### config.mk
export PLATFORM = sky130hd
export DESIGN_NAME = rvba_div
export DESIGN_NICKNAME = d
export VERILOG_FILES = /design/src/hw/rtl/rvba_pkg.sv /design/src/hw/rtl/rvba_div.sv
export SDC_FILE = /design/constraint.sdc
export NUM_CORES = 1
export LEC_CHECK = 0
export BUFFER_PORTS_ARGS = -buffer_cell sky130_fd_sc_hd__buf_2
export CAP_MARGIN = 5
export CORE_UTILIZATION = 35
export DETAILED_ROUTE_END_ITERATION = 6
export PLACE_DENSITY = 0.58
export SLEW_MARGIN = 20
export SYNTH_ARGS = -nofsm -noshare
export SYNTH_HDL_FRONTEND = slang
export SYNTH_SLANG_ARGS = --single-unit
export TNS_END_PERCENT = 30
### constraint.sdc
create_clock -name aclk -period 6.55 [get_ports aclk]
set_input_delay 1.31 -clock aclk [delete_from_list [all_inputs] [get_ports aclk]]
set_output_delay 1.31 -clock aclk [all_outputs]
set_load 0.02 [all_outputs]
### src/hw/rtl/rvba_pkg.sv
package rvba_pkg;

    // Stream payload layout
    localparam int unsigned S_TDATA_W = 144;
    localparam int unsigned M_TDATA_W = 64;
    localparam int unsigned COORD_W   = 21;
    localparam int unsigned DIFF_W    = 22;
    localparam int unsigned FLUX_W    = 16;
    localparam int unsigned OPL_W     = 32;
    localparam int unsigned LAM_W     = 16;
    localparam int unsigned VADDR_W   = 12;
    localparam int unsigned DIM_W     = 7;
    localparam int unsigned INT_W     = 63;

    localparam int unsigned POS_X_LO  = 0;
    localparam int unsigned POS_Y_LO  = 21;
    localparam int unsigned POS_Z_LO  = 42;
    localparam int unsigned FLUX_LO   = 63;
    localparam int unsigned OPL_LO    = 79;
    localparam int unsigned LAM_LO    = 111;
    localparam int unsigned VADDR_LO  = 127;

    // Shared multiplier operands and product
    localparam int unsigned MUL_W     = 33;
    localparam int unsigned PROD_W    = 66;

    // CORDIC datapath
    localparam int unsigned CORD_W      = 34;
    localparam int unsigned ANGLE_COUNT = 24;
    localparam logic signed [CORD_W-1:0] CORDIC_GAIN  = 34'sd652032874;
    localparam logic signed [CORD_W-1:0] QUARTER_TURN = 34'sd1073741824;
    localparam logic signed [CORD_W-1:0] HALF_TURN    = 34'sd2147483648;

    localparam logic [INT_W-1:0] OUT_MAX = '1;

    // Function codes carried in s_tuser
    localparam logic [1:0] FUNC_RAY   = 2'd0;
    localparam logic [1:0] FUNC_READ  = 2'd1;
    localparam logic [1:0] FUNC_CLEAR = 2'd2;
    localparam logic [1:0] FUNC_NOP   = 2'd3;

    localparam logic [1:0] MODE_INCOH = 2'd0;
    localparam logic [1:0] MODE_COH   = 2'd1;

    // Register indexes (byte address / 8)
    localparam logic [2:0] REG_MODE   = 3'd0;
    localparam logic [2:0] REG_DIMS   = 3'd1;
    localparam logic [2:0] REG_OFFSET = 3'd2;
    localparam logic [2:0] REG_ROW_X  = 3'd3;
    localparam logic [2:0] REG_ROW_Y  = 3'd4;
    localparam logic [2:0] REG_ROW_Z  = 3'd5;

    typedef logic signed [CORD_W-1:0] cord_t;
    typedef logic signed [MUL_W-1:0]  mul_op_t;

    // Arctangent of 2^-i in Q0.32 turns.
    function automatic logic [31:0] angle_turns(input logic [4:0] idx);
        logic [31:0] a;
        case (idx)
            5'd0:    a = 32'h20000000;
            5'd1:    a = 32'h12E4051E;
            5'd2:    a = 32'h09FB385B;
            5'd3:    a = 32'h051111D4;
            5'd4:    a = 32'h028B0D43;
            5'd5:    a = 32'h0145D7E1;
            5'd6:    a = 32'h00A2F61E;
            5'd7:    a = 32'h00517C55;
            5'd8:    a = 32'h0028BE53;
            5'd9:    a = 32'h00145F2F;
            5'd10:   a = 32'h000A2F98;
            5'd11:   a = 32'h000517CC;
            5'd12:   a = 32'h00028BE6;
            5'd13:   a = 32'h000145F3;
            5'd14:   a = 32'h0000A2FA;
            5'd15:   a = 32'h0000517D;
            5'd16:   a = 32'h000028BE;
            5'd17:   a = 32'h0000145F;
            5'd18:   a = 32'h00000A30;
            5'd19:   a = 32'h00000518;
            5'd20:   a = 32'h0000028C;
            5'd21:   a = 32'h00000146;
            5'd22:   a = 32'h000000A3;
            5'd23:   a = 32'h00000051;
            default: a = 32'h00000000;
        endcase
        return a;
    endfunction

endpackage

### src/hw/rtl/rvba_div.sv
module rvba_div (
    input  logic                     aclk,
    input  logic                     aresetn,
    input  logic                     start,
    input  logic [rvba_pkg::OPL_W-1:0] dividend,
    input  logic [rvba_pkg::LAM_W-1:0] divisor,
    output logic                     done,
    output logic [31:0]              quotient
);
    import rvba_pkg::*;

    // Long division of {dividend, 32 zeros} by divisor, two bits a cycle.
    // The low 32 quotient bits equal ((dividend mod divisor) << 32) / divisor.
    logic [63:0]      num_reg;
    logic [LAM_W-1:0] rem_reg;
    logic [LAM_W-1:0] lam_reg;
    logic [31:0]      quo_reg;
    logic [4:0]       cnt_reg;
    logic             busy_reg;
    logic             done_reg;
    logic             zero_reg;

    logic [LAM_W:0]   r1, r2;
    logic             q1, q2;

    always_comb begin
        r1 = {rem_reg, num_reg[63]};
        q1 = (r1 >= {1'b0, lam_reg});
        if (q1) begin
            r1 = r1 - {1'b0, lam_reg};
        end
        r2 = {r1[LAM_W-1:0], num_reg[62]};
        q2 = (r2 >= {1'b0, lam_reg});
        if (q2) begin
            r2 = r2 - {1'b0, lam_reg};
        end
    end

    always_ff @(posedge aclk) begin
        if (!aresetn) begin
            busy_reg <= 1'b0;
            done_reg <= 1'b0;
            cnt_reg  <= '0;
        end else begin
            done_reg <= 1'b0;
            if (start) begin
                busy_reg <= 1'b1;
                cnt_reg  <= '0;
            end else if (busy_reg) begin
                cnt_reg <= cnt_reg + 5'd1;
                if (cnt_reg == 5'd31) begin
                    busy_reg <= 1'b0;
                    done_reg <= 1'b1;
                end
            end
        end
    end

    always_ff @(posedge aclk) begin
        if (start) begin
            num_reg  <= {dividend, 32'd0};
            rem_reg  <= '0;
            lam_reg  <= divisor;
            zero_reg <= (divisor == '0);
            quo_reg  <= '0;
        end else if (busy_reg) begin
            num_reg <= {num_reg[61:0], 2'b00};
            rem_reg <= r2[LAM_W-1:0];
            quo_reg <= {quo_reg[29:0], q1, q2};
        end
    end

    assign done     = done_reg;
    assign quotient = zero_reg ? 32'd0 : quo_reg;

endmodule

# Word level (Yosys, flattened, before mapping)
# Cells that the tools add are included.
dict set report word_totals {
  reg_bits 104
  latch_bits 0
  ram_bits 0
  mem_bits_ro 0
  in_bits 51
  wordCells 29
  memories 0
}
dict set report classes {
  add_sub_neg 3
  mul 0
  div_mod_pow 0
  order_cmp 2
  eq_ne 1
  shifts 0
  muxes 9
  bitwise_logic 2
  reduce_logical 4
}
# op count
set ops {}
lappend ops {{two-way mux 64 bit} 2}
lappend ops {{greater-or-equal comparator 17 x 16 -> 1 bit} 2}
lappend ops {{two-way mux 16 bit} 2}
lappend ops {{two-way mux 32 bit} 1}
lappend ops {{subtractor 16 bit} 2}
lappend ops {{logical NOT 16 bit} 1}
lappend ops {{adder 5 x 1 -> 5 bit (second input constant)} 1}
lappend ops {{equality test 5 bit (second input constant)} 1}
lappend ops {{two-way mux 1 bit} 4}
lappend ops {{OR reduction 3 bit} 1}
lappend ops {{NOT 1 bit} 2}
lappend ops {{nonzero test 2 bit} 1}
lappend ops {{OR reduction 2 bit} 1}

# Depth between registers and ports, before layout
# Gate-level depths: netlist of the first run.
dict set report depth {
  ltp_word 4
  mapped_depth 21
}

# Worst setup path before layout of the first run
# No wires, ideal clock.
dict set report synth_path {
  path_kind {register to register}
  startpoint {register lam_reg[1]}
  endpoint {register rem_reg[1]}
  setup_ns 0.122
  arrival_ns 4.491
  required_ns 6.428
  path_slack_ns 1.937
  stages_incl_launch_ff 21
  path_buffers 2
  period_less_slack_ns 4.613
  path_cell_list {edfxtp_1 -> inv_1 -> ha_1 -> nor2b_1 -> o2111ai_1 -> a21oi_2 -> o211a_1 -> a21oi_4 -> buf_2 -> mux2_2 -> ha_1 -> o21a_1 -> o31a_1 -> o31a_1 -> a211o_1 -> a31oi_4 -> o211a_1 -> o211a_4 -> buf_12 -> nor3_1 -> a311o_1}
}
dict set report synth_between {
  elab_chain_len 4
  elab_cells_between_ends 6
  cone_classes {2 x add/sub; 2 x order compare; 2 x mux}
}
# item line
set synth_rtl {}
lappend synth_rtl {{start, declared} rvba_div.sv:16} ;# logic [LAM_W-1:0] lam_reg;
lappend synth_rtl {{start signal, assigned} rvba_div.sv:63} ;# lam_reg <= divisor;
lappend synth_rtl {{greater-or-equal comparator 17 x 16 -> 1 bit / subtractor 16 bit (equally long branches)} {rvba_div.sv:28, rvba_div.sv:30}}
lappend synth_rtl {{two-way mux 16 bit} rvba_div.sv:29} ;# if (q1) begin
lappend synth_rtl {{subtractor 16 bit / greater-or-equal comparator 17 x 16 -> 1 bit (equally long branches)} {rvba_div.sv:35, rvba_div.sv:33}}
lappend synth_rtl {{two-way mux 16 bit (*)} rvba_div.sv:34} ;# if (q2) begin
lappend synth_rtl {{end signal, assigned} rvba_div.sv:68} ;# rem_reg <= r2[LAM_W-1:0];
lappend synth_rtl {{end, declared} rvba_div.sv:15} ;# logic [LAM_W-1:0] rem_reg;
# Mark *: on every way between the ends. The rest lies on a longest branch, timed or not.
# A chain may end at the register's enable or synchronous reset.

# Final worst setup path of the first run
dict set report layout_path {
  startpoint {register lam_reg[8]}
  endpoint {register rem_reg[1]}
}
# The elaborated chain is that of the path after synthesis.

==> results.json, run 1 <==
{
  "pin_count": 84,
  "path_class": "reg -> reg",
  "ys.flop_type": "dfxtp_1",
  "grt_usage": 0.1594,
  "hpwl_mm": 9.577,
  "period_minus_slack_ns": 5.283,
  "start_kind": "flip-flop",
  "setup_viol": 0,
  "die_width_um": 132.4,
  "coreArea_um2": 16580,
  "dr.pass1.iters": 4,
  "drt-total-wl_mm": 13.48,
  "vias": 4470,
  "fillers": 1655,
  "die-area_um2": 17520,
  "final_common_cell": "buf_2",
  "p_per_area_nw_per_um2": 326.4,
  "syn_inst": 582,
  "syn_nets": 669,
  "insertion_delay_ns": 0.35,
  "numCtsBuffers": 9,
  "hold_violations": 0,
  "fin_util": 0.4123,
  "setup.worst_path.end_class": "flip-flop",
  "htree_num_levels": 3,
  "final_nets": 741,
  "tightest_slew_ns": 1.054,
  "grt_overflow": 0,
  "holdBufCountCts": 0,
  "drc": 0,
  "drt_iter0_markers": 269,
  "cts_setup_buffers": 0,
  "clockBufferDepth": 2,
  "ys_async_sr_fraction": 0,
  "yosysWarnings": 0,
  "gp_congestion": 0.8340,
  "tns_ns": 0,
  "wl_per_cell_um": 15.34,
  "synth_edf_count": 49,
  "ctsResizeCount": 0,
  "arrival_ns": 5.53,
  "ir_drop_uv": 188.8,
  "antenna_found_initial": 0,
  "max_freq_mhz": 189.3,
  "cap_violations": 0,
  "drv_slew": 0,
  "syn2layout_area_growth_pct": 14.98,
  "numPortBuffers": 83,
  "clk_pin_slew_worst_paths_ns": 0.08,
  "rows": 47,
  "cp_max_fo": 22,
  "syn-mean-instance-area_um2": 10.22,
  "clock_skew_ns": 0.006891,
  "tritoncts": "yes",
  "regArea_um2": 2574,
  "multi_input_area_um2": 3171,
  "grt_setup_unrepaired": "false",
  "synth-seq-cells": 104,
  "synthesis.area_um2": 5947,
  "outcome": "finished clean",
  "hp-class": "reg -> reg",
  "cp_data_required_time_ns": 6.79,
  "cts_sinks": 104,
  "die_y_um": 132.4,
  "via_per_inst": 5.085,
  "antennaDiodeCount": 0,
  "synth_cell_types": 58,
  "relSlewSlack": 0.2976,
  "cts-root-buf": "clkbuf_16",
  "grt_pass1_vias": 4569,
  "grt_max_degree": 64,
  "grt_pass1_wl_mm": 22.64,
  "mostFrequentLayoutCells": "buf_2, nor2_1, dfxtp_1",
  "fin_crit_sh": 0.8065,
  "layout-drive-gt1-share": 0.2200,
  "postRouteAntennaNets": 0,
  "ys_seq_area_frac": 0.4326,
  "initial_core_util": 0.3586,
  "leakagePower_nw": 2.946
}
[per-layer routing]
layer	routed length [um]	up-vias	track usage
met4	265	0	0.05428
met5	0	-	0
met1	6272	2124	0.2080
li1	-	2230	-
met2	6279	99	0.2582
met3	662	17	0.03768
[area by class of cell]
class                           instances  area share
Multi-Input combinational cell        431      0.4637
Tap cell                              220     0.04026
Sequential cell                       104      0.3764
Timing Repair Buffer                   86     0.06441
Clock buffer                            9     0.03294
Inverter                               22     0.01208
Clock inverter                          7     0.01025
[kinds of logic (layout without fill, tap and decap cells)]
family	Yosys count	count (layout)	synth area share
mux	77	77	0.1368
flops	104	104	0.4326
fa+ha+maj	36	36	0.07827
compound gates	96	96	0.1168
buf+inv	47	124	0.03429
xor+xnor	27	27	0.03976
simple gates	195	195	0.1616
[Yosys cell counts, drive strengths merged (3+ instances only)]
cell type  number  share of area
nor2           73          0.046
dfxtp          55           0.19
edfxtp         49           0.25
mux2i          43          0.072
nor2b          40          0.042
ha             34          0.072
mux2           34          0.064
nand2          29          0.018
inv            22          0.014
o21ai          21          0.018
a211oi         16          0.020
clkbuf         16          0.010
xnor2          16          0.024
a21oi          15          0.015
a21o           12          0.015
xor2           11          0.016
nor3           10         0.0084
buf             9          0.010
nand2b          6         0.0063
nand3           6         0.0050
nand4           5         0.0053
nor4            5         0.0053
a311oi          4         0.0059
a31oi           3         0.0057
and2            3         0.0032
and3            3         0.0032
nand3b          3         0.0038
o211a           3         0.0063
o21a            3         0.0038
o21bai          3         0.0038
or2             3         0.0032
[metrics by stage]
stage               area, um2  instances  power, mW  hold slack, ns  worst slack [ns]
finish                   6838        879      2.232          0.4935             1.267
floorplan                5947        582      1.530          0.4520             1.937
global route             6838        879      2.385          0.5193            0.8636
global placement         6543        863      1.677          0.4680             1.477
CTS                      6838        879      2.246          0.4998             1.284
detailed placement       6543        863      1.694          0.4817             1.349
[path summary, 6_finish.rpt]
check | from | end | slack [ns] | depth (start not counted)
worst min-delay path | quo_reg[31]$_SDFFE_PP0P_ | quo_reg[31]$_SDFFE_PP0P_ | 0.49 | 2
worst min register to register | quo_reg[31]$_SDFFE_PP0P_ | quo_reg[31]$_SDFFE_PP0P_ | 0.49 | 2
worst max register to register | lam_reg[8]$_DFFE_PP_ | rem_reg[1]$_SDFFE_PP0P_ | 1.27 | 18
worst max-delay path | lam_reg[8]$_DFFE_PP_ | rem_reg[1]$_SDFFE_PP0P_ | 1.27 | 18
[report_power, final]
part	switching [mW]	internal [mW]	total, mW	leakage, nW
sequential	0.0359	0.739	0.775	0.937
combinational	0.513	0.400	0.914	1.87
clock	0.274	0.269	0.543	0.142
[critical path, cell delays in order (launching register included)]
cell	delay, ns
edfxtp_1	0.37
inv_1	0.10
ha_1	0.28
a211oi_1	0.25
nor2_1	0.09
o41ai_1	0.49
o21ai_1	0.19
a21oi_4	0.46
mux2_2	0.41
ha_1	0.35
o21a_1	0.20
o31a_1	0.13
o31a_1	0.26
a211o_1	0.33
a31oi_4	0.24
o211a_1	0.19
o211a_4	0.40
nor3_1	0.10
a311o_1	0.32
(Power assumes the default switching activity.)
==> run 2: changes to the inputs <==
Settings changed: ABC_AREA from default to 1, PLACE_DENSITY 0.58 to 0.6.
Clock period 6.55 ns to 4.8 ns, I/O delays scaled along.
==> results.json, run 2 <==
{
  "yosys-top-cells-area": "edfxtp_1, dfxtp_1, nand2_1",
  "numPortBuffers": 83,
  "drc": 0,
  "clock_skew_ns": 0.005220,
  "grt_pass1_vias": 5019,
  "syn_nets": 918,
  "grt_pass1_wl_mm": 24.20,
  "insertion_delay_ns": 0.35,
  "clockBufferDepth": 2,
  "drt-total-wl_mm": 14.73,
  "final_nets": 989,
  "setup_viol": 0,
  "mostFrequentLayoutCells": "nand2_1, inv_1, nor2_1",
  "htree_num_levels": 3,
  "syn_inst": 831,
  "numCtsBuffers": 9,
  "cp_max_fo": 30,
  "vias": 5263,
  "synth_common_cells": "nand2_1, inv_1, nor2_1",
  "initial_core_util": 0.3572,
  "yosysTopAreaCellShare": 0.2382,
  "relSlewSlack": 0.3234,
  "whs_ns": 0.4515,
  "final_common_cell": "nand2_1",
  "crit_path_frequent_cell": "nand2_1",
  "cp_data_required_time_ns": 5.08,
  "gp_congestion": 0.9088,
  "postRouteAntennaNets": 0,
  "yosysTopAreaCell": "edfxtp_1",
  "die-area_um2": 18190,
  "synth-seq-cells": 104,
  "ys.flop_type": "dfxtp_1",
  "crit_buf_inv": 2,
  "p_clk_frac": 0.226,
  "cellInternalPower_mw": 1.909,
  "grt_setup_unrepaired": "false",
  "grt_overflow": 0,
  "arrival_ns": 4.42,
  "ctsResizeCount": 0,
  "yosysWarnings": 0,
  "fin_crit_sh": 0.8624,
  "synth_cell_types": 45,
  "wl_per_cell_um": 13.01,
  "layout-drive-gt1-share": 0.1610,
  "p_sw_mw": 1.330,
  "drt_iter0_markers": 313,
  "synth_edf_count": 49,
  "die_width_um": 134.9,
  "p_per_area_nw_per_um2": 457.9,
  "synthMostInstantiatedCell": "nand2_1",
  "cap_violations": 0,
  "hp-class": "reg -> reg",
  "ys_async_sr_fraction": 0,
  "antennaDiodeCount": 0,
  "ys_seq_area_frac": 0.4164,
  "period_minus_slack_ns": 4.140,
  "switching_share": 0.4106,
  "hpwl_mm": 11.49,
  "crit_slowest_cell": "o21ai_0",
  "tritoncts": "yes",
  "combPwrFrac": 0.445,
  "hold_violations": 0,
  "holdBufCountCts": 0,
  "outcome": "finished clean",
  "antenna_found_initial": 0,
  "tns_ns": 0,
  "ir_drop_uv": 197.1,
  "critPathMaxStageDelay_ns": 0.47,
  "syn2layout_area_growth_pct": 14.46,
  "tightest_slew_ns": 1.014,
  "die_y_um": 134.9,
  "fillers": 1838,
  "p_seq_frac": 0.329,
  "dr.pass1.iters": 5,
  "synthesis.area_um2": 6178,
  "rows": 48,
  "cts_setup_buffers": 0,
  "drv_slew": 0,
  "grt_usage": 0.1692,
  "coreArea_um2": 17300,
  "pin_count": 84,
  "syn-mean-instance-area_um2": 7.435,
  "path_cells": "inv_1 -> ha_1 -> nand2_1 -> nor2_1 -> nand2_1 -> nand3_2 -> nand2_1 -> nand2_2 -> nand2_2 -> nand2_4 -> o21ai_0 -> inv_1 -> ha_1 -> nand2_1 -> nand2_1 -> a21boi_2 -> nand2_1 -> nand3_1 -> nand2_1 -> nand2_1 -> nand4_4 -> nor2_2 -> nor2_1 -> nor2_1",
  "leakagePower_nw": 3.482,
  "cts_sinks": 104,
  "clk_pin_slew_worst_paths_ns": 0.07,
  "path_class": "reg -> reg",
  "grt_max_degree": 43,
  "cp_top_family": "simple AND/OR/NAND/NOR gates",
  "cts-root-buf": "clkbuf_16",
  "max_freq_mhz": 241.6,
  "start_kind": "flip-flop",
  "via_per_inst": 4.649,
  "setup.worst_path.end_class": "flip-flop"
}
==> run 2: power groups by stage <==
stage	registers (mW)	logic (mW)	clock network, mW
finish	1.06	1.44	0.733
global route	1.07	1.62	0.789
CTS	1.06	1.43	0.755
detailed placement	1.08	1.42	0
global placement	1.08	1.42	0
floorplan	1.06	1.15	0
==> run 2: cells by family (layout without fill, tap and decap cells) <==
logic type | count (synthesis) | after routing | synth area share
buf+inv | 154 | 230 | 0.09862
compound gates | 120 | 120 | 0.1138
xor+xnor | 10 | 10 | 0.01418
flops | 104 | 104 | 0.4164
fa+ha+maj | 36 | 36 | 0.07533
simple gates | 407 | 407 | 0.2817
==> run 2: routing by layer <==
| metal | GRT usage | part of all wire |
|---|---|---|
| met1 | 0.2238 | 0.47 |
| met2 | 0.2732 | 0.46 |
| met3 | 0.02778 | 0.044 |
| met4 | 0.07179 | 0.025 |
| met5 | 0 | 0 |
==> run 2: path summary, 6_finish.rpt <==
check / start / to / slack (ns) / cells after the start
min: cnt_reg[3]$_SDFFE_PP0P_ / cnt_reg[3]$_SDFFE_PP0P_ / 0.45 / 1
max reg2reg: lam_reg[1]$_DFFE_PP_ / rem_reg[11]$_SDFFE_PP0P_ / 0.66 / 24
max: lam_reg[1]$_DFFE_PP_ / rem_reg[11]$_SDFFE_PP0P_ / 0.66 / 24
min reg2reg: cnt_reg[3]$_SDFFE_PP0P_ / cnt_reg[3]$_SDFFE_PP0P_ / 0.45 / 1
==> run 2: layout make-up <==
cell class | instances | area, um2 | area share
tap | 225 | 281.5 | 0.03981
multi-input combinational | 573 | 2997 | 0.4237
inverter | 128 | 480.5 | 0.06794
clock buffer | 12 | 267.8 | 0.03786
clock inverter | 4 | 35.03 | 0.004954
sequential | 104 | 2572 | 0.3638
timing repair buffer | 86 | 437.9 | 0.06193
==> run 2: per-stage QoR <==
stage	power, mW	setup WS [ns]	instance area (um2)	utilization	cells
after floorplan	2.217	1.399	6178	-	831
after global placement	2.507	0.7618	6769	0.3913	1116
after detailed placement	2.506	0.7513	6769	0.3913	1116
after CTS	3.250	0.7245	7072	0.4089	1132
after global routing	3.487	0.2704	7072	0.4089	1132
final	3.238	0.6604	7072	0.4089	1132
==> run 3: changes to the inputs <==
--- a/config.mk
+++ b/config.mk
@@ -11,5 +11,5 @@
 export CORE_UTILIZATION = 35
 export DETAILED_ROUTE_END_ITERATION = 6
-export PLACE_DENSITY = 0.6
+export PLACE_DENSITY = 0.58
 export SLEW_MARGIN = 20
 export SYNTH_ARGS = -nofsm -noshare
==> constraint.sdc (replaced) <==
create_clock -name aclk -period 4.6 [get_ports aclk]
set_input_delay 0.92 -clock aclk [delete_from_list [all_inputs] [get_ports aclk]]
set_output_delay 0.92 -clock aclk [all_outputs]
set_load 0.01 [all_outputs]
==> results.json, run 3 (synthesis gave the netlist of run 2 again) <==
{
  "outcome": "finished clean",
  "layout-drive-gt1-share": 0.1630,
  "die_y_um": 134.9,
  "max_freq_mhz": 242.4,
  "die-area_um2": 18190,
  "grt_max_degree": 50,
  "numPortBuffers": 83,
  "cp_data_required_time_ns": 4.83,
  "final_nets": 990,
  "clk_pin_slew_worst_paths_ns": 0.07,
  "insertion_delay_ns": 0.35,
  "via_per_inst": 4.672,
  "vias": 5298,
  "fin_crit_sh": 0.8967,
  "ir_drop_uv": 191.7,
  "holdBufCountCts": 0,
  "grt_pass1_vias": 4906,
  "relSlewSlack": 0.2734,
  "cts_sinks": 104,
  "placed_cells": 1117,
  "hp-class": "reg -> reg",
  "leakagePower_nw": 3.500,
  "cts-root-buf": "clkbuf_16",
  "wl_per_cell_um": 13.40,
  "drt-total-wl_mm": 15.19,
  "mostFrequentLayoutCells": "nand2_1, inv_1, nor2_1",
  "postRouteAntennaNets": 0,
  "numCtsBuffers": 9,
  "gp_congestion": 0.8850,
  "pre_cts_ws_ns": 0.5061,
  "ctsResizeCount": 0,
  "tns_ns": 0,
  "power_mw": 3.458,
  "setup_ws_ns": 0.4753,
  "drc": 0,
  "clock_skew_ns": 0.01144,
  "coreArea_um2": 17300,
  "fin_cells": 1134,
  "cp_max_fo": 30,
  "arrival_ns": 4.36,
  "syn2layout_area_growth_pct": 15.13,
  "hold_violations": 0,
  "period_minus_slack_ns": 4.125,
  "start_kind": "flip-flop",
  "pin_count": 84,
  "final_common_cell": "nand2_1",
  "fin_area_um2": 7113,
  "clockBufferDepth": 2,
  "dr.pass1.iters": 4,
  "drv_slew": 0,
  "grt_usage": 0.1731,
  "antenna_found_initial": 1,
  "drt_iter0_markers": 301,
  "dpl_cell_area_um2": 6777,
  "hpwl_mm": 11.57,
  "tightest_slew_ns": 1.089,
  "htree_num_levels": 3,
  "grt_overflow": 0,
  "grt_pass1_wl_mm": 24.56,
  "die_width_um": 134.9,
  "grt_setup_unrepaired": "false",
  "tritoncts": "yes",
  "setup_viol": 0,
  "path_class": "reg -> reg",
  "initial_core_util": 0.3572,
  "cap_violations": 0,
  "cts_setup_buffers": 0,
  "rows": 48,
  "setup.worst_path.end_class": "flip-flop",
  "p_per_area_nw_per_um2": 486.2
}
-- run 3: power breakdown --
part	leakage, nW	switching (mW)	internal (mW)	total (mW)
logic	2.40	0.995	0.514	1.51
registers	0.941	0.0527	1.06	1.11
clock network	0.163	0.369	0.469	0.838
-- run 3: path summary, 6_finish.rpt --
| path | start | end | slack [ns] | cells after the start |
|---|---|---|---|---|
| setup / recovery | lam_reg[1]$_DFFE_PP_ | rem_reg[3]$_SDFFE_PP0P_ | 0.48 | 24 |
| hold / removal | cnt_reg[3]$_SDFFE_PP0P_ | cnt_reg[3]$_SDFFE_PP0P_ | 0.46 | 1 |
| hold reg to reg | cnt_reg[3]$_SDFFE_PP0P_ | cnt_reg[3]$_SDFFE_PP0P_ | 0.46 | 1 |
| setup reg to reg | lam_reg[1]$_DFFE_PP_ | rem_reg[3]$_SDFFE_PP0P_ | 0.48 | 24 |
-- run 3: critical path, cell delays in order (launching register included) --
cell	delay [ns]
edfxtp_1	0.36
inv_1	0.18
ha_1	0.29
nand2_1	0.12
nor2_1	0.06
nand2_1	0.06
nand3_2	0.10
nand2_1	0.10
nand2_2	0.08
nand2_2	0.09
nand2_4	0.19
o21ai_0	0.39
inv_1	0.09
ha_1	0.35
a21oi_1	0.22
a21boi_2	0.22
nand2_1	0.13
nand3_1	0.10
nand2_1	0.06
nand2_1	0.20
nand3_4	0.27
nand2_1	0.15
nand2_1	0.06
nor2_1	0.09
nor2_1	0.04
-- run 3: final cells by class --
cell class / instances / area (um2)
clock inverter: 6 / 83.83
clock buffer: 10 / 250.2
inverter: 128 / 480.5
sequential: 104 / 2572
antenna: 1 / 2.502
timing repair buffer: 87 / 445.4
multi-input combinational: 573 / 2997
tap: 225 / 281.5
fill: 1829 / 10180
-- run 3: per-layer routing --
metal	up-vias	part of all wire	wire length, um	track usage
met4	0	0.021	326	0.06804
met1	2380	0.50	7559	0.2406
met3	16	0.043	648	0.03228
met5	-	0	0	0
met2	102	0.44	6659	0.2646
li1	2800	-	-	-
-- run 3: per-stage QoR --
stage / hold WS, ns / utilization
after CTS: 0.4637 / 0.4111
after detailed placement: 0.4429 / 0.3918
after global routing: 0.4794 / 0.4111
final: 0.4610 / 0.4112
after global placement: 0.4392 / 0.3918
after floorplan: 0.4216 / -
