--- config.mk ---
export PLATFORM = sky130hd
export DESIGN_NAME = rvba_cordic
export DESIGN_NICKNAME = d
export VERILOG_FILES = /design/src/hw/rtl/rvba_pkg.sv /design/src/hw/rtl/rvba_cordic.sv
export SDC_FILE = /design/constraint.sdc
export NUM_CORES = 1
export LEC_CHECK = 0
export ABC_AREA = 1
export ABC_CLOCK_PERIOD_IN_PS = 6300
export BUFFER_PORTS_ARGS = -buffer_cell sky130_fd_sc_hd__buf_2
export CAP_MARGIN = 20
export CORE_UTILIZATION = 33
export CTS_BUF_LIST = sky130_fd_sc_hd__clkbuf_16
export DETAILED_ROUTE_END_ITERATION = 10
export REMOVE_ABC_BUFFERS = 1
export SLEW_MARGIN = 10
export SYNTH_ARGS = -nofsm -noshare
export SYNTH_HDL_FRONTEND = slang
export SYNTH_SLANG_ARGS = --single-unit
--- constraint.sdc ---
create_clock -name aclk -period 6.3 [get_ports aclk]
set_input_delay 0.63 -clock aclk [delete_from_list [all_inputs] [get_ports aclk]]
set_output_delay 0.63 -clock aclk [all_outputs]
set_load 0.005 [all_outputs]
--- src/hw/rtl/rvba_pkg.sv ---
package rvba_pkg;

    // Stream payload layout
    localparam int unsigned S_TDATA_W = 144;
    localparam int unsigned M_TDATA_W = 64;
    localparam int unsigned COORD_W   = 21;
    localparam int unsigned DIFF_W    = 22;
    localparam int unsigned FLUX_W    = 16;
    localparam int unsigned OPL_W     = 32;
    localparam int unsigned LAM_W     = 16;
    localparam int unsigned VADDR_W   = 12;
    localparam int unsigned DIM_W     = 7;
    localparam int unsigned INT_W     = 63;

    localparam int unsigned POS_X_LO  = 0;
    localparam int unsigned POS_Y_LO  = 21;
    localparam int unsigned POS_Z_LO  = 42;
    localparam int unsigned FLUX_LO   = 63;
    localparam int unsigned OPL_LO    = 79;
    localparam int unsigned LAM_LO    = 111;
    localparam int unsigned VADDR_LO  = 127;

    // Shared multiplier operands and product
    localparam int unsigned MUL_W     = 33;
    localparam int unsigned PROD_W    = 66;

    // CORDIC datapath
    localparam int unsigned CORD_W      = 34;
    localparam int unsigned ANGLE_COUNT = 24;
    localparam logic signed [CORD_W-1:0] CORDIC_GAIN  = 34'sd652032874;
    localparam logic signed [CORD_W-1:0] QUARTER_TURN = 34'sd1073741824;
    localparam logic signed [CORD_W-1:0] HALF_TURN    = 34'sd2147483648;

    localparam logic [INT_W-1:0] OUT_MAX = '1;

    // Function codes carried in s_tuser
    localparam logic [1:0] FUNC_RAY   = 2'd0;
    localparam logic [1:0] FUNC_READ  = 2'd1;
    localparam logic [1:0] FUNC_CLEAR = 2'd2;
    localparam logic [1:0] FUNC_NOP   = 2'd3;

    localparam logic [1:0] MODE_INCOH = 2'd0;
    localparam logic [1:0] MODE_COH   = 2'd1;

    // Register indexes (byte address / 8)
    localparam logic [2:0] REG_MODE   = 3'd0;
    localparam logic [2:0] REG_DIMS   = 3'd1;
    localparam logic [2:0] REG_OFFSET = 3'd2;
    localparam logic [2:0] REG_ROW_X  = 3'd3;
    localparam logic [2:0] REG_ROW_Y  = 3'd4;
    localparam logic [2:0] REG_ROW_Z  = 3'd5;

    typedef logic signed [CORD_W-1:0] cord_t;
    typedef logic signed [MUL_W-1:0]  mul_op_t;

    // Arctangent of 2^-i in Q0.32 turns.
    function automatic logic [31:0] angle_turns(input logic [4:0] idx);
        logic [31:0] a;
        case (idx)
            5'd0:    a = 32'h20000000;
            5'd1:    a = 32'h12E4051E;
            5'd2:    a = 32'h09FB385B;
            5'd3:    a = 32'h051111D4;
            5'd4:    a = 32'h028B0D43;
            5'd5:    a = 32'h0145D7E1;
            5'd6:    a = 32'h00A2F61E;
            5'd7:    a = 32'h00517C55;
            5'd8:    a = 32'h0028BE53;
            5'd9:    a = 32'h00145F2F;
            5'd10:   a = 32'h000A2F98;
            5'd11:   a = 32'h000517CC;
            5'd12:   a = 32'h00028BE6;
            5'd13:   a = 32'h000145F3;
            5'd14:   a = 32'h0000A2FA;
            5'd15:   a = 32'h0000517D;
            5'd16:   a = 32'h000028BE;
            5'd17:   a = 32'h0000145F;
            5'd18:   a = 32'h00000A30;
            5'd19:   a = 32'h00000518;
            5'd20:   a = 32'h0000028C;
            5'd21:   a = 32'h00000146;
            5'd22:   a = 32'h000000A3;
            5'd23:   a = 32'h00000051;
            default: a = 32'h00000000;
        endcase
        return a;
    endfunction

endpackage

--- src/hw/rtl/rvba_cordic.sv ---
module rvba_cordic #(
    parameter int unsigned STEPS = 16
) (
    input  logic                aclk,
    input  logic                aresetn,
    input  logic                start,
    input  logic [31:0]         phase,
    output logic                done,
    output rvba_pkg::cord_t     cos_o,
    output rvba_pkg::cord_t     sin_o
);
    import rvba_pkg::*;

    localparam logic [4:0] LAST = 5'(STEPS - 1);

    cord_t      x_reg, y_reg, z_reg;
    logic [4:0] step_reg;
    logic       busy_reg;
    logic       done_reg;

    cord_t z_in, z_fold, x_fold;
    cord_t xs, ys, ang;

    // Fold the phase into the right half plane by half a turn.
    always_comb begin
        z_in   = {{(CORD_W-32){phase[31]}}, phase};
        z_fold = z_in;
        x_fold = CORDIC_GAIN;
        if (z_in > QUARTER_TURN || z_in < -QUARTER_TURN) begin
            x_fold = -CORDIC_GAIN;
            z_fold = (z_in > 0) ? z_in - HALF_TURN : z_in + HALF_TURN;
        end
        xs  = x_reg >>> step_reg;
        ys  = y_reg >>> step_reg;
        ang = {{(CORD_W-32){1'b0}}, angle_turns(step_reg)};
    end

    always_ff @(posedge aclk) begin
        if (!aresetn) begin
            busy_reg <= 1'b0;
            done_reg <= 1'b0;
            step_reg <= '0;
        end else begin
            done_reg <= 1'b0;
            if (start) begin
                busy_reg <= 1'b1;
                step_reg <= '0;
            end else if (busy_reg) begin
                step_reg <= step_reg + 5'd1;
                if (step_reg == LAST) begin
                    busy_reg <= 1'b0;
                    done_reg <= 1'b1;
                end
            end
        end
    end

    always_ff @(posedge aclk) begin
        if (start) begin
            x_reg <= x_fold;
            y_reg <= '0;
            z_reg <= z_fold;
        end else if (busy_reg) begin
            if (z_reg >= 0) begin
                x_reg <= x_reg - ys;
                y_reg <= y_reg + xs;
                z_reg <= z_reg - ang;
            end else begin
                x_reg <= x_reg + ys;
                y_reg <= y_reg - xs;
                z_reg <= z_reg + ang;
            end
        end
    end

    assign done  = done_reg;
    assign cos_o = x_reg;
    assign sin_o = y_reg;

endmodule

# == Word-level counts from Yosys, hierarchy flattened ==
# Memories as Yosys holds them, arrays and structs flattened. A register that Yosys moved wholly into a read port is not among the register bits.
# Index checks and enable logic that the tools add are counted.
# totals
mem_bits_ro,960
output_inout_bits,69
word_cells,45
n_memories,1
reg_bits,109
# memory_table
memory,depth,word_bits,read_ports,rd_clocked_by_memory_dff,wr,line_no,text
(name not given),32,30,1,1,0,rvba_pkg.sv:59,case (idx)
# classes
addsub,9
order_cmp,4
shifts,2
muxes,16
n_eq_ne,1
bitwise,2
reduce_logical,4
# ops
cell,n
two-way mux 34 bit,10
adder 34 bit,2
>>> shifter 34 x 5 -> 34 bit,2
subtractor 34 bit,2
"adder 32 x 33 -> 34 bit, second input constant",1
adder 34 x 33 -> 34 bit,1
"greater-or-equal comparator 34 x 1 -> 1 bit, second input constant",1
"subtractor 32 x 33 -> 34 bit, second input constant",1
subtractor 34 x 33 -> 34 bit,1
"greater-than comparator 32 x 1 -> 1 bit, second input constant",1
"greater-than comparator 32 bit, second input constant",1
"< comparator 32 x 31 -> 1 bit, second input constant",1
two-way mux 5 bit,2
"adder 5 x 1 -> 5 bit, second input constant",1
"equality test 5 x 4 -> 1 bit, second input constant",1
two-way mux 1 bit,4
OR reduction 3 bit,1
inverter 1 bit,2
nonzero test 2 bit,1
OR reduction 2 bit,1
logical OR 1 bit,1

# == Longest topological paths before layout ==
# Gate-level depths: netlist of the first run.
# logic_depth
ltp_word,5
ltp_mapped,38

# == Least setup slack after synthesis of the first run ==
# Ideal clock, no wire load.
# synth_path
kind,reg-to-reg
start,register step_reg[0]
end,"register y_reg[28], in the netlist sin_o[28]"
setup_ns,0.117
arrival_ns,4.129
path_slack_ns,2.054
stages_incl_launch_ff,37
path_buffers,3
path_cell_list,dfxtp_1 -> buf_6 -> inv_2 -> buf_6 -> buf_8 -> nand2_1 -> nand3_1 -> nand3_1 -> nand3_1 -> nand2_1 -> nand2_1 -> nand2_1 -> ha_1 -> inv_1 -> nor3_4 -> nand2_2 -> nor2_2 -> nand2_2 -> o21ai_0 -> xor2_1 -> inv_1 -> ha_1 -> nand2_1 -> o21ai_0 -> a21oi_1 -> o21ai_0 -> nand3_1 -> nand2_1 -> nand2_1 -> nand2_1 -> nand2_1 -> nand2_1 -> nand3_1 -> nand3_1 -> nand2_1 -> nor2_1 -> nor2_1
# synth_between
elab_chain_cells,3
word_cells_on_any_way,4
classes_between,2 x add/sub; 1 x shift; 1 x mux
# synth_lines
element,line_no,text
"start, declared",rvba_cordic.sv:17,logic [4:0] step_reg;
"start signal, assigned",rvba_cordic.sv:49,step_reg <= step_reg + 5'd1;
>>> shifter 34 x 5 -> 34 bit *,rvba_cordic.sv:33,xs = x_reg >>> step_reg;
subtractor 34 bit or adder 34 bit (tied branches),"rvba_cordic.sv:70, rvba_cordic.sv:66",
two-way mux 34 bit *,rvba_cordic.sv:64,if (z_reg >= 0) begin
"end signal, assigned",rvba_cordic.sv:66,y_reg <= y_reg + xs;
"end signal, assigned",rvba_cordic.sv:70,y_reg <= y_reg - xs;
"end, declared",rvba_cordic.sv:16,"cord_t x_reg, y_reg, z_reg;"
# Every way passes the cells marked *; elsewhere a longest branch is shown, timed or not.
# A chain may end at the register's enable or synchronous reset.

# == Worst setup path after layout of the first run ==
# layout_path
start,register step_reg[0]
end,"register x_reg[28], in the netlist cos_o[28], data pin"
# layout_between
elab_chain_cells,5
word_cells_on_any_way,6
classes_between,2 x add/sub; 1 x shift; 3 x mux
# layout_lines
element,line_no,text
>>> shifter 34 x 5 -> 34 bit *,rvba_cordic.sv:34,ys = y_reg >>> step_reg;
adder 34 bit or subtractor 34 bit (tied branches),"rvba_cordic.sv:69, rvba_cordic.sv:65",
two-way mux 34 bit *,rvba_cordic.sv:64,
two-way mux 34 bit *,rvba_cordic.sv:63,end else if (busy_reg) begin
two-way mux 34 bit *,rvba_cordic.sv:59,if (start) begin
"end signal, assigned",rvba_cordic.sv:60,x_reg <= x_fold;
"end signal, assigned",rvba_cordic.sv:65,x_reg <= x_reg - ys;
"end signal, assigned",rvba_cordic.sv:69,x_reg <= x_reg + ys;
"end, declared",rvba_cordic.sv:16,
# Every way passes the cells marked *; elsewhere a longest branch is shown, timed or not. The select of a mux whose other input is x is not followed.

==> impl_metrics.env, run 1 <==
export IMPL_avgRoutedWirePerCell_um=16.6
export IMPL_dpl_cell_count=3460
export IMPL_area_growth_pct=9.62
export IMPL_core_mm2=0.0506
export IMPL_status="complete, no violations"
export IMPL_endpoint="cos_o[28]"
export IMPL_synth_simple_area_share_pct=38.3
export IMPL_synth_compound_area_share_pct=16.4
export IMPL_arrival_ns=5.62
export IMPL_dp_hpwl_um=45200
export IMPL_die_area_mm2=0.0525
export IMPL_p_per_area_mw_per_mm2=582
export IMPL_worstMarginPinSlew_ns=1.09
export IMPL_clock_path_buffers=2
export IMPL_wirelength_um=57900
export IMPL_period_minus_slack_ns=5.42
export IMPL_drive_gt1_share_pct=9.18
export IMPL_ant_nets=0
export IMPL_final_hold_viol_count=0
export IMPL_initial_core_util_pct=33.7
export IMPL_finalSetupViolCount=0
export IMPL_drc=0
export IMPL_critPathMaxFanout=89
export IMPL_synth_ff_type="dfxtp_1"
export IMPL_via_per_inst=5.26
export IMPL_die_y_um=229
export IMPL_htree_levels=4
export IMPL_cts_buffers=17
export IMPL_startpoint="step_reg[0]"
export IMPL_final_core_util_pct=36.9
export IMPL_cts_tree="yes"
export IMPL_async_flop_share_pct=0
export IMPL_power_mw=10.9
export IMPL_rows=82
export IMPL_final_period_utilization_pct=86.0
export IMPL_ys_ff_latch=139
export IMPL_p_leak_nw=9.22
export IMPL_clkTransAtPathRegs_ns=0.07
export IMPL_setup_tns_ns=0
export IMPL_cts_setup_buffers=0
export IMPL_port_buffers=103
export IMPL_yosysTopAreaCell="nand2_1"
export IMPL_vias=18400
export IMPL_synth_edf_count=68
export IMPL_hold_class="input port to register"
export IMPL_num_antenna_cells=0
export IMPL_ios=104
export IMPL_critical_path_class="register to register"
export IMPL_first_iter_violations=1875
export IMPL_netlist_area_mm2=0.0170
export IMPL_fin_skew_ns=0.0239
export IMPL_reg2reg_depth=24
export IMPL_grt_overflow_total=0
export IMPL_drt_first_pass_iters=6
export IMPL_r2r_start="step_reg[0]"
export IMPL_die_w_um=229
export IMPL_synth_area_mux_share_pct=0
export IMPL_grt_usage_pct=21.9
export IMPL_gp_congestion=0.948
export IMPL_synth_top_family_by_area="simple AND/OR/NAND/NOR gates"
export IMPL_maxCapViolations=0
export IMPL_ir_drop_mv=0.257
export IMPL_grt_pass1_wl_um=92000
export IMPL_syn_area_per_cell_um2=6.13
export IMPL_synth_area_leaders="nand2_1 (17%), edfxtp_1 (12%), nand3_1 (11%)"
export IMPL_clock_sinks=139
export IMPL_yosysSeqAreaShare_pct=20.3
export IMPL_synthAdderAreaFrac_pct=8.51
export IMPL_reg2reg_to="cos_o[28]"
export IMPL_slew_viol_final=0
export IMPL_cp_end_kind="register"
export IMPL_clock_latency_ns=0.49
export IMPL_crit_path_start_kind="register"
export IMPL_synthXorXnorAreaFrac_pct=6.89
export IMPL_nets=2956
export IMPL_antenna_found_initial=1
export IMPL_ys_warn_count=0
export IMPL_rrSetupSlack_ns=0.88
export IMPL_fin_cells=3492
export IMPL_postCtsHoldBufs=0
export IMPL_grt_pass1_vias=16900
export IMPL_max_clock_freq_ghz=0.185
export IMPL_syn_inst=2777
export IMPL_post_cts_resized=0
export IMPL_cts_root_buf="clkbuf_16"
export IMPL_synth_top_cell_area_share_pct=16.9
export IMPL_holdWs_ns=0.391
export IMPL_critical_path_required_ns=6.50
export IMPL_max_slew_margin_pct=26.6
export IMPL_synth_cell_types=61
export IMPL_rsz0062_at_grt="no"
export IMPL_grt_start_max_net_pins=90
[worst max-delay path, stage by stage (launching register included)]
cell and delay, ns:
dfxtp_2 0.34, buf_4 0.66, o21ai_0 0.34, o21ai_0 0.28
nand2_1 0.10, nand3_1 0.08, nand3_1 0.09, nand2_1 0.15
inv_1 0.07, ha_1 0.28, o21ai_0 0.35, fa_1 0.28
nand2_1 0.08, o21ai_1 0.23, a21oi_1 0.14, o21ai_1 0.28
a21boi_0 0.21, o21ai_1 0.36, a21boi_0 0.21, o21ai_1 0.26
a21oi_1 0.13, inv_1 0.07, nand2_1 0.04, nand3_1 0.06
nand2_1 0.05
[per-layer routing]
metal / GRT usage [%] / vias to the layer above / wire length, um
met2: 33.4 / 551 / 25100
met4: 6.06 / 0 / 948
li1: - / 9369 / -
met3: 3.31 / 56 / 3370
met5: 0 / - / 0
met1: 31.8 / 8383 / 28500
[cells in the final DEF, fill, tap and decap left out, types with 48 or more instances in the layout]
| cell type | n |
|---|---|
| buf_2 | 103 |
| ha_1 | 111 |
| inv_1 | 280 |
| xor2_1 | 64 |
| dfxtp_1 | 67 |
| nand2_1 | 766 |
| edfxtp_1 | 68 |
| nor2_1 | 215 |
| o21ai_1 | 48 |
| a21oi_1 | 137 |
| nand3_1 | 365 |
| xnor2_1 | 70 |
| o21ai_0 | 177 |
[where the power goes]
group,internal (mW),leakage (nW),switching (mW)
sequential,1.36,1.28,0.407
clock,0.605,0.307,0.496
combinational,2.94,7.64,5.06
total,4.91,9.22,5.96
[cell usage after synthesis (3+ instances only)]
| cell | n |
|---|---|
| a211oi_1 | 5 |
| a21boi_0 | 6 |
| a21o_1 | 8 |
| a21oi_1 | 137 |
| a221oi_1 | 6 |
| a31oi_1 | 20 |
| and2_1 | 3 |
| buf_1 | 25 |
| buf_2 | 33 |
| buf_6 | 5 |
| clkbuf_1 | 46 |
| dfxtp_1 | 71 |
| edfxtp_1 | 68 |
| fa_1 | 3 |
| ha_1 | 111 |
| inv_1 | 283 |
| inv_2 | 12 |
| nand2_1 | 766 |
| nand2_2 | 13 |
| nand2_4 | 3 |
| nand3_1 | 365 |
| nand3_2 | 17 |
| nand3b_1 | 3 |
| nand4_1 | 19 |
| nor2_1 | 215 |
| nor2_2 | 5 |
| nor2_4 | 4 |
| nor3_1 | 25 |
| nor3_2 | 3 |
| nor4_1 | 16 |
| o211ai_1 | 14 |
| o21a_1 | 6 |
| o21ai_0 | 177 |
| o21ai_1 | 48 |
| o21ai_2 | 6 |
| o21bai_1 | 8 |
| o221ai_1 | 12 |
| o22ai_1 | 9 |
| o31ai_1 | 15 |
| or2_2 | 27 |
| xnor2_1 | 70 |
| xor2_1 | 64 |
[worst min-delay path by stage]
| stage | start | endpoint | depth (start not counted) |
|---|---|---|---|
| final | aresetn | done | 3 |
| after global routing | aresetn | done | 3 |
| after CTS | aresetn | done | 3 |
| after floorplan | sin_o[3] | sin_o[3] | 2 |
| after detailed placement | sin_o[4] | sin_o[4] | 2 |
| after global placement | sin_o[3] | sin_o[3] | 2 |
[stage by stage]
stage                     instance area [um2]  setup slack, ns
after CTS                               18700            0.892
after detailed placement                18000            0.919
final                                   18700            0.880
after floorplan                         16500          -0.0183
after global placement                  18000             1.05
after global routing                    18700            0.379
[final cells by class]
| class | count | area [um2] |
|---|---|---|
| Inverter | 297 | 1120 |
| Multi-Input combinational cell | 2229 | 11900 |
| Timing Repair Buffer | 123 | 691 |
| Tap cell | 672 | 841 |
| Clock inverter | 15 | 194 |
| Fill cell | 5619 | 31900 |
| Sequential cell | 139 | 3470 |
| Clock buffer | 17 | 425 |
[kinds of logic (layout without fill, tap and decap cells)]
group | count (synthesis) | in the layout
XOR/XNOR | 134 | 134
AND/OR/NAND/NOR | 1492 | 1492
AO/OA/AOI/OAI | 489 | 489
buffers and inverters | 409 | 452
adder cells (fa/ha/maj) | 114 | 114
flip-flops | 139 | 139
Note: power is estimated with default switching activity, not from simulation.
==> run 2: changes to the inputs <==
- CORE_MARGIN: not set -> 2
==> run 2 against run 1 <==
Against the previous run: register-to-register slack worse by 0.07 ns; global-route usage shrank 0.38 points; sequential power about the same; sequential share of layout area is essentially flat; sequential cell count unchanged; cell count up 0.37%; critical endpoint unchanged; combinational power about the same; worst hold slack got worse by 0.015 ns; die area is 1.8% higher; worst setup slack lost 0.074 ns; clock skew is 0.0080 ns lower; largest cell class unchanged.
==> impl_metrics.env, run 2 (same netlist as run 1, synthesis figures left out) <==
export IMPL_slew_viol_final=0
export IMPL_rows=83
export IMPL_cts_tree="yes"
export IMPL_cp_slowest_cell="buf_4"
export IMPL_r2r_start="step_reg[0]"
export IMPL_status="complete, no violations"
export IMPL_setup_ws_ns=0.806
export IMPL_fillers=5683
export IMPL_fin_cells=3505
export IMPL_max_clock_freq_ghz=0.182
export IMPL_final_core_util_pct=36.4
export IMPL_crit_path_max_incr_delay_ns=0.50
export IMPL_layout_common_cells="nand2_1 (766), nand3_1 (365), inv_1 (280)"
export IMPL_ff_latch_area_mm2=0.00347
export IMPL_startpoint="step_reg[0]"
export IMPL_ios=104
export IMPL_die_area_mm2=0.0534
export IMPL_wirelength_um=58000
export IMPL_cts_root_buf="clkbuf_16"
export IMPL_multi_input_area_mm2=0.0119
export IMPL_postCtsHoldBufs=0
export IMPL_cp_end_kind="register"
export IMPL_hold_start="aresetn"
export IMPL_finalSetupViolCount=0
export IMPL_nets=2961
export IMPL_avgRoutedWirePerCell_um=16.6
export IMPL_final_period_utilization_pct=87.2
export IMPL_drive_gt1_share_pct=9.27
export IMPL_grt_pass1_wl_um=91500
export IMPL_dpl_cell_count=3473
export IMPL_hold_class="input port to register"
export IMPL_clock_latency_ns=0.49
export IMPL_num_antenna_cells=0
export IMPL_final_common_cell="nand2_1"
export IMPL_die_w_um=231
export IMPL_grt_usage_pct=21.6
export IMPL_via_per_inst=5.25
export IMPL_dp_slack_ns=0.891
export IMPL_core_mm2=0.0512
export IMPL_arrival_ns=5.69
export IMPL_dp_hpwl_um=45300
export IMPL_clock_path_buffers=2
export IMPL_drt_first_pass_iters=6
export IMPL_drc=0
export IMPL_p_per_area_mw_per_mm2=579
export IMPL_maxCapViolations=0
export IMPL_initial_core_util_pct=33.3
export IMPL_ir_drop_mv=0.252
export IMPL_area_growth_pct=9.37
export IMPL_final_hold_viol_count=0
export IMPL_grt_overflow_total=0
export IMPL_holdWs_ns=0.376
export IMPL_ant_nets=0
export IMPL_clock_sinks=139
export IMPL_gp_congestion=0.956
export IMPL_grt_pass1_vias=16800
export IMPL_cts_buffers=17
export IMPL_antenna_found_initial=1
export IMPL_rsz0062_at_grt="no"
export IMPL_cts_setup_buffers=0
export IMPL_crit_path_start_kind="register"
export IMPL_port_buffers=103
export IMPL_worstMarginPinSlew_ns=1.05
export IMPL_die_y_um=231
export IMPL_p_leak_nw=9.20
export IMPL_htree_levels=4
export IMPL_max_slew_margin_pct=29.9
export IMPL_clkTransAtPathRegs_ns=0.07
export IMPL_first_iter_violations=1717
export IMPL_critical_path_class="register to register"
export IMPL_period_minus_slack_ns=5.49
export IMPL_critPathMaxFanout=54
export IMPL_critical_path_required_ns=6.50
export IMPL_grt_start_max_net_pins=72
export IMPL_post_cts_resized=0
export IMPL_fin_skew_ns=0.0159
export IMPL_vias=18400
==> run 2: cell count changes in the layout (fill, tap and decap cells not counted), sizes merged <==
| cell | change |
|---|---|
| bufinv | -2 |
| buf | +5 |
| clkinvlp | +1 |
| clkinv | +3 |
| inv | -2 |
==> run 2: path summary, 6_finish.rpt <==
kind | to | cells past startpoint | slack (ns)
worst min-delay path | done | 3 | 0.38
worst max register to register | cos_o[28] | 27 | 0.81
worst min register to register | sin_o[3] | 2 | 0.55
worst max-delay path | cos_o[28] | 27 | 0.81
==> run 2: layout make-up <==
class                           count  area share, %
Clock buffer                       17           2.28
Clock inverter                     15          0.692
Inverter                          297           6.00
Multi-Input combinational cell   2229           64.1
Sequential cell                   139           18.6
Tap cell                          680           4.57
Timing Repair Buffer              128           3.78
==> run 2: worst max-delay path: cells and delay by family (launching register included) <==
kind	cells	cell delay (ns)
XOR/XNOR	1	0.19
buffers and inverters	4	1.01
flip-flops	1	0.33
AO/OA/AOI/OAI	9	1.92
AND/OR/NAND/NOR	12	1.40
adder cells (fa/ha/maj)	1	0.33
==> run 2: power breakdown <==
group	switching [mW]	internal, mW
Combinational	5.07	2.94
Sequential	0.412	1.36
Clock	0.491	0.516
Total	5.97	4.82
==> run 2: stage by stage <==
stage          power, mW  TNS, ns  area, um2
2_1_floorplan       7.56  -0.0183      16500
3_3_place_gp        9.68        0      18100
3_5_place_dp        9.65        0      18100
4_1_cts             10.7        0      18600
5_1_grt             11.9        0      18600
6_report            10.8        0      18600
==> run 2: per-layer routing <==
metal	track usage [%]	part of all wire, %	up-vias
met5	0	0.019	-
met4	5.69	1.7	2
met3	2.79	5.9	53
met2	33.9	44	564
met1	30.9	48	8411
li1	-	-	9369
==> run 3: changes to the inputs <==
- ABC_CLOCK_PERIOD_IN_PS: 6300 -> not set
- CORE_MARGIN: 2 -> 8
- CORE_UTILIZATION: 33 -> 24
==> run 3 against run 2 <==
Against the previous run: via count up 0.74%; highest routed layer is now met4; sequential share of layout area decreased by 0.37 points; critical endpoint unchanged; worst setup slack better by 0.18 ns.
==> impl_metrics.env, run 3 (same netlist as run 1, synthesis figures left out) <==
export IMPL_cts_setup_buffers=0
export IMPL_postCtsHoldBufs=0
export IMPL_core_mm2=0.0701
export IMPL_worstMarginPinSlew_ns=1.03
export IMPL_die_y_um=282
export IMPL_die_w_um=282
export IMPL_period_minus_slack_ns=5.32
export IMPL_wirelength_um=60900
export IMPL_htree_levels=4
export IMPL_area_growth_pct=11.7
export IMPL_layout_common_cells="nand2_1 (766), nand3_1 (365), inv_1 (280)"
export IMPL_drt_first_pass_iters=5
export IMPL_final_core_util_pct=27.1
export IMPL_cts_buffers=17
export IMPL_ir_drop_mv=0.210
export IMPL_drive_gt1_share_pct=9.38
export IMPL_crit_path_max_incr_delay_ns=0.47
export IMPL_avgRoutedWirePerCell_um=16.2
export IMPL_placed_area_mm2=0.0184
export IMPL_nets=2962
export IMPL_port_buffers=103
export IMPL_design_area_mm2=0.0190
export IMPL_critPathMostFrequentCell="nand2_1"
export IMPL_max_slew_margin_pct=31.0
export IMPL_ios=104
export IMPL_cts_root_buf="clkbuf_16"
export IMPL_initial_core_util_pct=24.3
export IMPL_finalSetupViolCount=0
export IMPL_ant_nets=0
export IMPL_cts_tree="yes"
export IMPL_final_period_utilization_pct=84.4
export IMPL_clock_path_buffers=2
export IMPL_grt_usage_pct=15.1
export IMPL_grt_start_max_net_pins=72
export IMPL_rows=97
export IMPL_arrival_ns=5.54
export IMPL_crit_path_start_kind="register"
export IMPL_power_mw=10.9
export IMPL_post_cts_resized=0
export IMPL_die_area_mm2=0.0797
export IMPL_critical_path_class="register to register"
export IMPL_final_common_cell="nand2_1"
export IMPL_rsz0062_at_grt="no"
export IMPL_p_leak_nw=9.23
export IMPL_slew_viol_final=0
export IMPL_grt_overflow_total=0
export IMPL_reg2reg_depth=29
export IMPL_hold_class="input port to register"
export IMPL_holdPathStages=3
export IMPL_critical_path_required_ns=6.52
export IMPL_first_iter_violations=1638
export IMPL_clkTransAtPathRegs_ns=0.08
export IMPL_cp_end_kind="register"
export IMPL_status="complete, no violations"
export IMPL_drc=0
export IMPL_final_hold_viol_count=0
export IMPL_grt_pass1_vias=17200
export IMPL_via_per_inst=4.92
export IMPL_cp_slowest_cell="dfxtp_4"
export IMPL_rrSetupSlack_ns=0.98
export IMPL_p_per_area_mw_per_mm2=573
export IMPL_maxCapViolations=0
export IMPL_setup_tns_ns=0
export IMPL_gp_congestion=0.949
export IMPL_clock_latency_ns=0.49
export IMPL_antenna_found_initial=4
export IMPL_max_clock_freq_ghz=0.188
export IMPL_critPathMaxFanout=35
export IMPL_fin_skew_ns=0.0221
export IMPL_dp_hpwl_um=48400
export IMPL_grt_pass1_wl_um=95300
export IMPL_clock_sinks=139
export IMPL_vias=18500
-- run 3: routing by layer --
layer | share of wire (%) | GRT usage, % | up-vias
li1 | - | - | 9371
met1 | 47 | 20.4 | 8413
met2 | 43 | 23.3 | 651
met3 | 7.7 | 3.44 | 100
met4 | 2.9 | 5.23 | 0
met5 | 0 | 0 | -
-- run 3: where the power goes --
group	switching, mW	internal [mW]	total (mW)
combinational	5.08	2.94	8.02
sequential	0.449	1.36	1.81
clock	0.491	0.585	1.08
total	6.02	4.88	10.9
-- run 3: path summary, 6_finish.rpt --
kind / to / from
setup / recovery: cos_o[28] / step_reg[0]
hold / removal: done / aresetn
setup reg to reg: cos_o[28] / step_reg[0]
hold reg to reg: sin_o[3] / sin_o[3]
-- run 3: area by class of cell --
type                    instances  area, um2
diodes                          2       5.00
well taps                     940       1180
clock inverters                14        151
flip-flops and latches        139       3470
fillers                      8012      51100
multi-input cells            2229      11900
repair buffers                129        723
clock buffers                  18        450
inverters                     297       1120
-- run 3: stage by stage --
step / setup slack [ns] / instances / hold slack [ns]
2_1_floorplan: -0.0183 / 2665 / 0.497
3_3_place_gp: 1.17 / 3734 / 0.561
3_5_place_dp: 1.11 / 3734 / 0.559
4_1_cts: 1.08 / 3766 / 0.350
5_1_grt: 0.326 / 3766 / 0.376
6_report: 0.982 / 3768 / 0.386
-- run 3: worst max-delay path: cells and delay by family (launching register included) --
kind	cells	cell delay [ns]
flops	1	0.47
buf+inv	5	0.93
compound gates	10	1.88
xor+xnor	1	0.16
fa+ha+maj	1	0.31
simple gates	12	1.28
